[src/hw/rtl/vt4_pkg.sv]
`timescale 1ns / 1ps
// ----------------------------------------------------------------------------
// vt4_pkg
// Shared types and fixed field widths for the 4x4 vertex transform.
// ----------------------------------------------------------------------------
package vt4_pkg;

    // matrix geometry
    localparam int MAT_DIM     = 4;
    localparam int NUM_COEFFS  = MAT_DIM * MAT_DIM;
    localparam int COEFF_IDX_W = $clog2(NUM_COEFFS);

    // fixed port field widths
    localparam int ACTION_W = 2;
    localparam int FIELD_W  = 32;

    // item action codes, code 3 is unused
    typedef enum logic [ACTION_W-1:0] {
        ACT_LOAD   = 2'd0,
        ACT_POINT  = 2'd1,
        ACT_VECTOR = 2'd2
    } action_t;

    // control that travels with the product terms
    typedef struct packed {
        logic valid;
        logic has_w;
    } stage_ctrl_t;

endpackage

[src/hw/rtl/vt4_coeff_bank.sv]
`timescale 1ns / 1ps
// ----------------------------------------------------------------------------
// vt4_coeff_bank
// Sixteen coefficient registers, column-major, one write port, all taps out.
// ----------------------------------------------------------------------------
module vt4_coeff_bank #(
    parameter int DATA_WIDTH = 32
) (
    input  logic                                aclk,
    input  logic                                aresetn,
    input  logic                                wr_en,
    input  logic [vt4_pkg::COEFF_IDX_W-1:0]     wr_idx,
    input  logic signed [DATA_WIDTH-1:0]        wr_data,
    output logic signed [DATA_WIDTH-1:0]        coeff [vt4_pkg::NUM_COEFFS]
);

    logic signed [DATA_WIDTH-1:0] coeff_reg [vt4_pkg::NUM_COEFFS];

    // coefficient storage, cleared by reset
    always_ff @(posedge aclk) begin
        if (!aresetn) begin
            for (int i = 0; i < vt4_pkg::NUM_COEFFS; i++) begin
                coeff_reg[i] <= '0;
            end
        end else if (wr_en) begin
            coeff_reg[wr_idx] <= wr_data;
        end
    end

    assign coeff = coeff_reg;

endmodule

[config.mk]
export PLATFORM = sky130hd
export DESIGN_NAME = vt4_coeff_bank
export DESIGN_NICKNAME = d
export VERILOG_FILES = /design/src/hw/rtl/vt4_pkg.sv /design/src/hw/rtl/vt4_coeff_bank.sv
export SDC_FILE = /design/constraint.sdc
export NUM_CORES = 1
export LEC_CHECK = 0
export BUFFER_PORTS_ARGS = -buffer_cell sky130_fd_sc_hd__buf_2
export CAP_MARGIN = 20
export CORE_AREA = 2 2 216 218
export DETAILED_ROUTE_END_ITERATION = 6
export DIE_AREA = 0 0 218 220
export PLACE_DENSITY = 0.71
export SLEW_MARGIN = 20
export SYNTH_ARGS = -nofsm -noshare
export SYNTH_HDL_FRONTEND = slang
export SYNTH_SLANG_ARGS = --single-unit
[constraint.sdc]
create_clock -name aclk -period 1.62 [get_ports aclk]
set_input_delay 0.081 -clock aclk [delete_from_list [all_inputs] [get_ports aclk]]
set_output_delay 0.081 -clock aclk [all_outputs]
set_load 0.02 [all_outputs]
==> results.tsv <==
stage	metric	value	unit
synthesis	syn_nets	1779	
sta	Worst-Margin Slew	0.412	ns
detailed_routing	drt pass-1 iters	4	
power	VDD IR max	733	uV
final_layout	Final Net Count	2343	
sta	fmax	720	MHz
power	static leakage	11.7	nW
clock_tree	clock latency on the worst-skew pair	0.59	ns
global_routing	total global-route track usage	0.230	
sta	Slew HR	0.725	
synthesis	Synth cell types	15	
sta	crit path time final	1.39	ns
final_layout	area occupied by multi-input gates	7370	sq um
die	core area	45900	sq um
sta	skew final	0	ns
detailed_routing	wire per inst	19.5	um
sta	RSZ-0062 raised after global routing	false	
sta	Setup-failing EPs final	0	
final_layout	commonest non-fill, non-tap cell in the layout	buf_2	
setup_path	critical path peak fanout	51	
clock_tree	clk buf depth	3	
die	die width	218	um
sta	final worst path period share	0.858	
detailed_routing	DRT iter0 DRCs	682	
final_layout	sequential cell area	10200	sq um
synthesis	Seq cells post-synth	512	
final_layout	Non-Filler Instances	2956	
job	number of max-cap violations	0	
run_status	status	completed	
setup_path	CP endpoint kind	flop	
detailed_routing	final WL	57700	um
detailed_routing	Routed Antenna Nets	0	
die	IO Pins	551	
clock_tree	Setup Fix Bufs, Post-CTS	0	
detailed_routing	Vias	14600	
setup_path	startpoint types	input port	
clock_tree	Clock H-tree levels	2	
global_routing	total gr overflow	0	
die	Die Height	220	um
place	dpl cells	2827	
clock_tree	CTS tree	yes	
global_routing	initial antenna violation count	1	
synthesis	Syn Inst Count	1740	
synthesis	Post-Syn Area	18200	sq um
clock_tree	CTS clk-pin slew, worst paths	0.06	ns
setup_path	Worst Path Required	2.13	ns
global_routing	global-route wire length before repair	84600	um
sta	setup TNS	0	ns
setup_path	type of the worst setup path	input port to flop	
place	hpwl dp	39400	um
sta	Final Slew Violations	0	
clock_tree	PostCTS Resize Cnt	0	
synthesis	Warnings, synthesis	0	
sta	Hold Vio Cnt, Final	0	
final_layout	layout cells sized above 1	0.312	
detailed_routing	drt via density	4.93	
final_layout	fillers	4059	
clock_tree	clk root buf	clkbuf_16	
global_routing	vias in the first global route	14300	
die	Initial Util	0.397	
final_layout	P&R area growth vs syn	32.7	%
die	Die ar.	48000	sq um
final_layout	most frequent cells in the layout	buf_2, nand2_1, mux2i_1, dfxtp_1, clkbuf_16	
setup_path	Crit path arrival time	1.90	ns
place	I/O Buffers	550	
clock_tree	clk sinks	512	
place	gpl congestion	0.819	
clock_tree	TritonCTS buffer count	52	
clock_tree	hold buffers post-CTS	30	
synthesis	Syn Area/Cell	10.5	sq um
die	Row Count	79	
global_routing	largest net degree at the start of global routing	52	
synthesis	sequential area share after synthesis	0.563	
final_layout	Largest register FFs	512	
power	Pwr Density	1120	nW/um^2
detailed_routing	Residual DRC	0	
hold_path	Hold/Removal Path Class	input port to flop	
[where the power goes]
part	internal [W]	total (W)	leakage, nW	switching (W)
Clock	0.00752	0.0127	0.897	0.00513
Combinational	0.000530	0.00160	6.66	0.00107
Sequential	0.0128	0.0128	4.13	0.0000837
[kinds of logic (layout without fill, tap and decap cells)]
| logic type | count (synthesis) | count (layout) | share of synthesized area |
|---|---|---|---|
| multiplexers | 512 | 512 | 0.281 |
| other | 0 | 1 | 0 |
| flip-flops | 512 | 512 | 0.563 |
| AND/OR/NAND/NOR | 568 | 568 | 0.119 |
| buffers and inverters | 148 | 756 | 0.0368 |
[final cells by class]
cell class                      instances  share of cell area
Multi-Input combinational cell       1080               0.305
Clock buffer                           72              0.0628
Sequential cell                       512               0.424
Tap cell                              607              0.0314
Clock inverter                         26              0.0125
Antenna cell                            1            0.000103
Timing Repair Buffer                  658               0.165
[synthesized netlist by cell type, drive strengths merged]
library cell	n	area (sq um)
nand2b	2	12.5
nor3b	1	7.51
nand2	546	2050
nor2	10	45.1
clkbuf	89	334
buf	59	337
dfxtp	512	10200
and3	1	6.26
mux2i	512	5120
nand3	1	5.00
or3	3	18.8
nand3b	4	30.0
[worst max-delay path, stage by stage]
cell	delay (ns)
dlygate4sd3_1	0.58
buf_8	0.32
nand2_1	0.13
dlygate4sd3_1	0.60
mux2i_1	0.16
[routing by layer]
metal,track usage,up-vias,share of wire
met5,0,-,0
met4,0.114,0,0.046
met3,0.0553,141,0.067
met2,0.397,526,0.49
met1,0.265,7072,0.40
li1,-,6833,-
[path summary, 6_finish.rpt]
check / slack [ns] / end / from / cells past startpoint
min: 0.04 / coeff[4]$_SDFFE_PN0P_ / wr_data[4] / 4
min reg2reg: 0.45 / coeff[307]$_SDFFE_PN0P_ / coeff[307]$_SDFFE_PN0P_ / 2
max: 0.23 / coeff[129]$_SDFFE_PN0P_ / aresetn / 5
max reg2reg: 0.92 / coeff[102]$_SDFFE_PN0P_ / coeff[102]$_SDFFE_PN0P_ / 2
[metrics by stage]
step	util	total power, W	hold slack (ns)	instance area (sq um)	setup WS (ns)
2_1_floorplan	-	0.0140	0.346	18200	0.407
3_3_place_gp	0.481	0.0146	0.385	22100	0.270
3_5_place_dp	0.481	0.0147	0.395	22100	0.258
4_1_cts	0.527	0.0273	0.000404	24200	0.297
5_1_grt	0.527	0.0279	0.0328	24200	0.190
6_report	0.527	0.0271	0.0387	24200	0.230
Power figures use the tool's default switching activity.
