`config.mk`:
```
export PLATFORM = sky130hd
export DESIGN_NAME = vt4_accum_stage
export DESIGN_NICKNAME = d
export VERILOG_FILES = /design/src/hw/rtl/vt4_pkg.sv /design/src/hw/rtl/vt4_accum_stage.sv
export SDC_FILE = /design/constraint.sdc
export NUM_CORES = 2
export LEC_CHECK = 0
export ABC_AREA = 0
export BUFFER_PORTS_ARGS = -buffer_cell sky130_fd_sc_hd__buf_4
export CORE_AREA = 2 2 455 457
export CTS_BUF_LIST = sky130_fd_sc_hd__clkbuf_8
export CTS_CLUSTER_DIAMETER = 80
export DETAILED_ROUTE_END_ITERATION = 10
export DIE_AREA = 0 0 457 459
export HOLD_SLACK_MARGIN = 0.1
export PLACE_DENSITY_LB_ADDON = 0.12
export SETUP_SLACK_MARGIN = 0.4
export SKIP_CTS_REPAIR_TIMING = 1
export SYNTH_ARGS = -nofsm -noshare
export SYNTH_HDL_FRONTEND = slang
export SYNTH_SLANG_ARGS = --single-unit
```
`constraint.sdc`:
```
create_clock -name aclk -period 5.4 [get_ports aclk]
set_input_delay 0.27 -clock aclk [delete_from_list [all_inputs] [get_ports aclk]]
set_output_delay 0.27 -clock aclk [all_outputs]
set_load 0.03 [all_outputs]
```
`src/hw/rtl/vt4_pkg.sv`:
```
`timescale 1ns / 1ps
// ----------------------------------------------------------------------------
// vt4_pkg
// Shared types and fixed field widths for the 4x4 vertex transform.
// ----------------------------------------------------------------------------
package vt4_pkg;

    // matrix geometry
    localparam int MAT_DIM     = 4;
    localparam int NUM_COEFFS  = MAT_DIM * MAT_DIM;
    localparam int COEFF_IDX_W = $clog2(NUM_COEFFS);

    // fixed port field widths
    localparam int ACTION_W = 2;
    localparam int FIELD_W  = 32;

    // item action codes, code 3 is unused
    typedef enum logic [ACTION_W-1:0] {
        ACT_LOAD   = 2'd0,
        ACT_POINT  = 2'd1,
        ACT_VECTOR = 2'd2
    } action_t;

    // control that travels with the product terms
    typedef struct packed {
        logic valid;
        logic has_w;
    } stage_ctrl_t;

endpackage

```
`src/hw/rtl/vt4_accum_stage.sv`:
```
`timescale 1ns / 1ps
// ----------------------------------------------------------------------------
// vt4_accum_stage
// Row sums of the product terms, saturation, and the result register.
// ----------------------------------------------------------------------------
module vt4_accum_stage #(
    parameter int DATA_WIDTH = 32
) (
    input  logic                              aclk,
    input  logic                              aresetn,
    input  logic                              load_en,
    input  vt4_pkg::stage_ctrl_t              ctrl,
    input  logic signed [2*DATA_WIDTH-1:0]    term [vt4_pkg::MAT_DIM][vt4_pkg::MAT_DIM],
    output logic                              out_valid,
    output logic [vt4_pkg::FIELD_W-1:0]       out_comp [vt4_pkg::MAT_DIM],
    output logic                              out_has_w,
    output logic                              out_overflow
);

    localparam int TERM_W = 2 * DATA_WIDTH;
    localparam int SUM_W  = TERM_W + 2;
    localparam int HEAD_W = SUM_W - DATA_WIDTH + 1;

    logic signed [SUM_W-1:0]      row_sum [vt4_pkg::MAT_DIM];
    logic [HEAD_W-1:0]            head    [vt4_pkg::MAT_DIM];
    logic [DATA_WIDTH-1:0]        sat_val [vt4_pkg::MAT_DIM];
    logic [vt4_pkg::MAT_DIM-1:0]  sat_hit;
    logic [vt4_pkg::FIELD_W-1:0]  comp_next [vt4_pkg::MAT_DIM];
    logic                         ovf_next;

    logic                         valid_reg;
    logic                         has_w_reg;
    logic                         ovf_reg;
    logic [vt4_pkg::FIELD_W-1:0]  comp_reg [vt4_pkg::MAT_DIM];

    // exact row sums, then clamp to the data width
    always_comb begin
        for (int r = 0; r < vt4_pkg::MAT_DIM; r++) begin
            row_sum[r] = '0;
            for (int c = 0; c < vt4_pkg::MAT_DIM; c++) begin
                row_sum[r] = row_sum[r] + SUM_W'(term[r][c]);
            end
            head[r] = row_sum[r][SUM_W-1:DATA_WIDTH-1];
            sat_hit[r] = !((&head[r]) || !(|head[r]));
            if (!sat_hit[r]) begin
                sat_val[r] = row_sum[r][DATA_WIDTH-1:0];
            end else if (row_sum[r][SUM_W-1]) begin
                sat_val[r] = {1'b1, {(DATA_WIDTH-1){1'b0}}};
            end else begin
                sat_val[r] = {1'b0, {(DATA_WIDTH-1){1'b1}}};
            end
            comp_next[r] = vt4_pkg::FIELD_W'(sat_val[r]);
        end
        // points report no w and its saturation does not count
        if (!ctrl.has_w) begin
            comp_next[vt4_pkg::MAT_DIM-1] = '0;
        end
        ovf_next = (|sat_hit[vt4_pkg::MAT_DIM-2:0])
                 || (ctrl.has_w && sat_hit[vt4_pkg::MAT_DIM-1]);
    end

    // result valid
    always_ff @(posedge aclk) begin
        if (!aresetn) begin
            valid_reg <= 1'b0;
        end else if (load_en) begin
            valid_reg <= ctrl.valid;
        end
    end

    // result payload
    always_ff @(posedge aclk) begin
        if (load_en && ctrl.valid) begin
            comp_reg  <= comp_next;
            has_w_reg <= ctrl.has_w;
            ovf_reg   <= ovf_next;
        end
    end

    assign out_valid    = valid_reg;
    assign out_comp     = comp_reg;
    assign out_has_w    = has_w_reg;
    assign out_overflow = ovf_reg;

endmodule

```
==> key figures <==
Run status
  • Outcome: complete, no violations

Synthesis
  • Synth cell count leaders: inv_1 (1377), fa_1 (516), a21oi_1 (345)
  • Synthesis Warnings: 0
  • Gate count after technology mapping: 4745
  • Cell with the most instances after synthesis: inv_1
  • Synthesized area: 37720 µm²
  • Synth async-reset ratio: 0
  • Synth Net Count: 6550
  • Synth top area share: 0.2738
  • Cell taking the most area after synthesis: fa_1
  • Top FF cell, synth: edfxtp_1
  • Flops & latches, synth: 131
  • Yosys cell types: 104
  • Post-synth EDFFs: 130
  • Mapped Avg Cell Area: 7.950 µm²
  • Leading post-synthesis cells by cell area: fa_1 (27%), inv_1 (14%), edfxtp_1 (10%)
  • Register area share after synthesis: 0.1040

Die
  • Die width: 457 µm
  • Die Area: 209800 µm²
  • CORE AREA: 205600 µm²
  • Initial core utilization: 0.1835
  • Die span in y: 459 µm
  • I/O pin cnt: 1160
  • Number of cell rows: 167

Clocking
  • Clock Path Buffers: 2
  • Cts bufs inserted: 17
  • Worst-Skew Late Latency: 0.63 ns
  • CTS tree: done
  • Num Clock Sinks: 131
  • H-Tree Level Count: 4
  • Clock transition at path regs: 0.11 ns
  • Clock Tree Root: clkbuf_8

Timing
  • Pins Over Slew Limit: 0
  • Fmax: 190.7 MHz
  • RSZ-0062 raised after global routing: yes
  • Period utilization: 0.9709
  • Hold_ws: 0.2259 ns
  • Fin crit period: 5.243 ns
  • Layout Skew: 0 ns
  • Worst slew margin: 0.2965
  • Worst Max-Slew Pin Slew: 1.055 ns
  • Hold Fails Final Rpt: 0
  • Finish-stage setup viols: 0

Global route
  • Vias in the first global route: 42250
  • Grt total ovfl: 0
  • First-pass GRT wire length: 276400 µm
  • Initial antenna violation count: 14
  • Largest net degree at the start of global routing: 132
  • GRT Overall Usage: 0.1773

Critical path
  • Crit path top cell by count: buf_6
  • CP Class: primary input to flop
  • Max incr delay on CP: 0.55 ns
  • WP buf/inv: 7
  • Family with the most delay on the worst path: adder cells
  • Critical-path top delay cell: or4_4
  • CP required: 5.79 ns
  • Worst setup SP type: primary input
  • CP arrival: 5.63 ns
  • Worst setup EP type: flop
  • CP max FO: 5

Power and ir drop
  • Max VDD drop: 0.0001990 V
  • Leak: 29.95 nW
  • PwrDens: 395.0 nW/µm²

Finish
  • Final-stage net count: 8499
  • Fraction of layout cells with a size suffix above 1: 0.3575
  • Synth-to-Final Area Change: 55.31%
  • Finished Layout Cells: 9415

Place
  • Placer Congestion: 0.9018
  • Placed insts: 9325
  • PortBufs: 1159
  • HPWL Detailed: 173200 µm

Routing
  • DR vias/cell: 4.183
  • Via count: 39380
  • DRC errors left: 0
  • 1st-iter DRT viols: 1923
  • Avg WL per Cell: 20.46 µm
  • Routed WL: 192600 µm
  • Antenna viol nets, final: 0
  • Initial DRT Pass Iterations: 7

Run
  • Max-cap violation count: 0

Min path
  • Worst hold-check path type: primary input to flop
layer usage:
metal	up-vias	global-route usage	share of wire
met2	955	0.3104	0.49
met3	90	0.02727	0.045
met1	19120	0.2328	0.45
met5	-	0	0.00036
met4	10	0.02741	0.013
li1	19200	-	-
area by class of cell:
cell class | count | area (µm²)
well taps | 2704 | 3383
multi-input cells | 3095 | 29420
inverters | 1379 | 5195
clock inverters | 13 | 211.5
fillers | 22580 | 147000
diodes | 6 | 15.01
repair buffers | 2070 | 16200
flip-flops and latches | 131 | 3924
clock buffers | 17 | 234.0
cells in the final DEF, fill, tap and decap left out, drive strengths merged, types with 36 or more instances in the layout:
| cell | instances |
|---|---|
| buf | 2054 |
| o21ai | 203 |
| ha | 260 |
| nand2 | 270 |
| a21oi | 348 |
| o22ai | 36 |
| xnor2 | 119 |
| mux2i | 54 |
| inv | 1379 |
| nor2 | 206 |
| o211ai | 41 |
| edfxtp | 130 |
| nand3 | 68 |
| fa | 516 |
| o21a | 64 |
| o21bai | 51 |
| nor3 | 67 |
| nand4 | 113 |
| xor2 | 101 |
| a21o | 111 |
| a211oi | 38 |
state kept, by name, indices dropped and copies added (netlist names):
register and cells:
out_overflow 1, out_has_w 1, out_comp 128, out_valid 1
worst paths after layout:
kind | start | to | slack [ns] | cells past startpoint
setup / recovery | term[897] | out_comp[96] | 0.16 | 25
hold / removal | term[128] | out_comp[0] | 0.23 | 4
setup reg to reg | out_valid | out_valid | 4.16 | 3
hold reg to reg | out_valid | out_valid | 1.14 | 3
logic make-up (layout without fill, tap and decap cells):
family / Yosys count / in the layout / share of synthesized area
other cells: 0 / 6 / 0
simple gates: 958 / 958 / 0.1271
flops: 131 / 131 / 0.1040
buf+inv: 1519 / 3479 / 0.1543
mux: 73 / 73 / 0.02040
compound gates: 1068 / 1068 / 0.1830
xor+xnor: 220 / 220 / 0.05108
fa+ha+maj: 776 / 776 / 0.3601
worst register-to-register path, stage by stage (launching register included):
cell and delay, ns:
dfxtp_1 0.32, nor2b_1 0.12, o21a_1 0.15, dlygate4sd3_1 0.54
power breakdown:
part | leakage (nW) | internal, W | switching, W | total [W]
combinational | 28.5 | 0.00910 | 0.0111 | 0.0202
sequential | 1.20 | 0.00165 | 0.000138 | 0.00179
clock | 0.216 | 0.000545 | 0.000580 | 0.00112
total | 29.9 | 0.0113 | 0.0118 | 0.0231
metrics by stage:
step           power (W)  setup slack, ns  cell area [µm²]  utilization  setup TNS, ns
2_1_floorplan    0.01177           0.2362            37950            -              0
3_3_place_gp     0.02101           -1.050            56160       0.2731         -84.46
3_5_place_dp     0.02091           -1.033            56160       0.2731         -85.78
4_1_cts          0.02223          -0.2871            56600       0.2753         -6.721
5_1_grt          0.02511         0.008222            58570       0.2849              0
6_report         0.02314           0.1574            58580       0.2849              0
No activity file was read; power rests on OpenSTA's default activity.
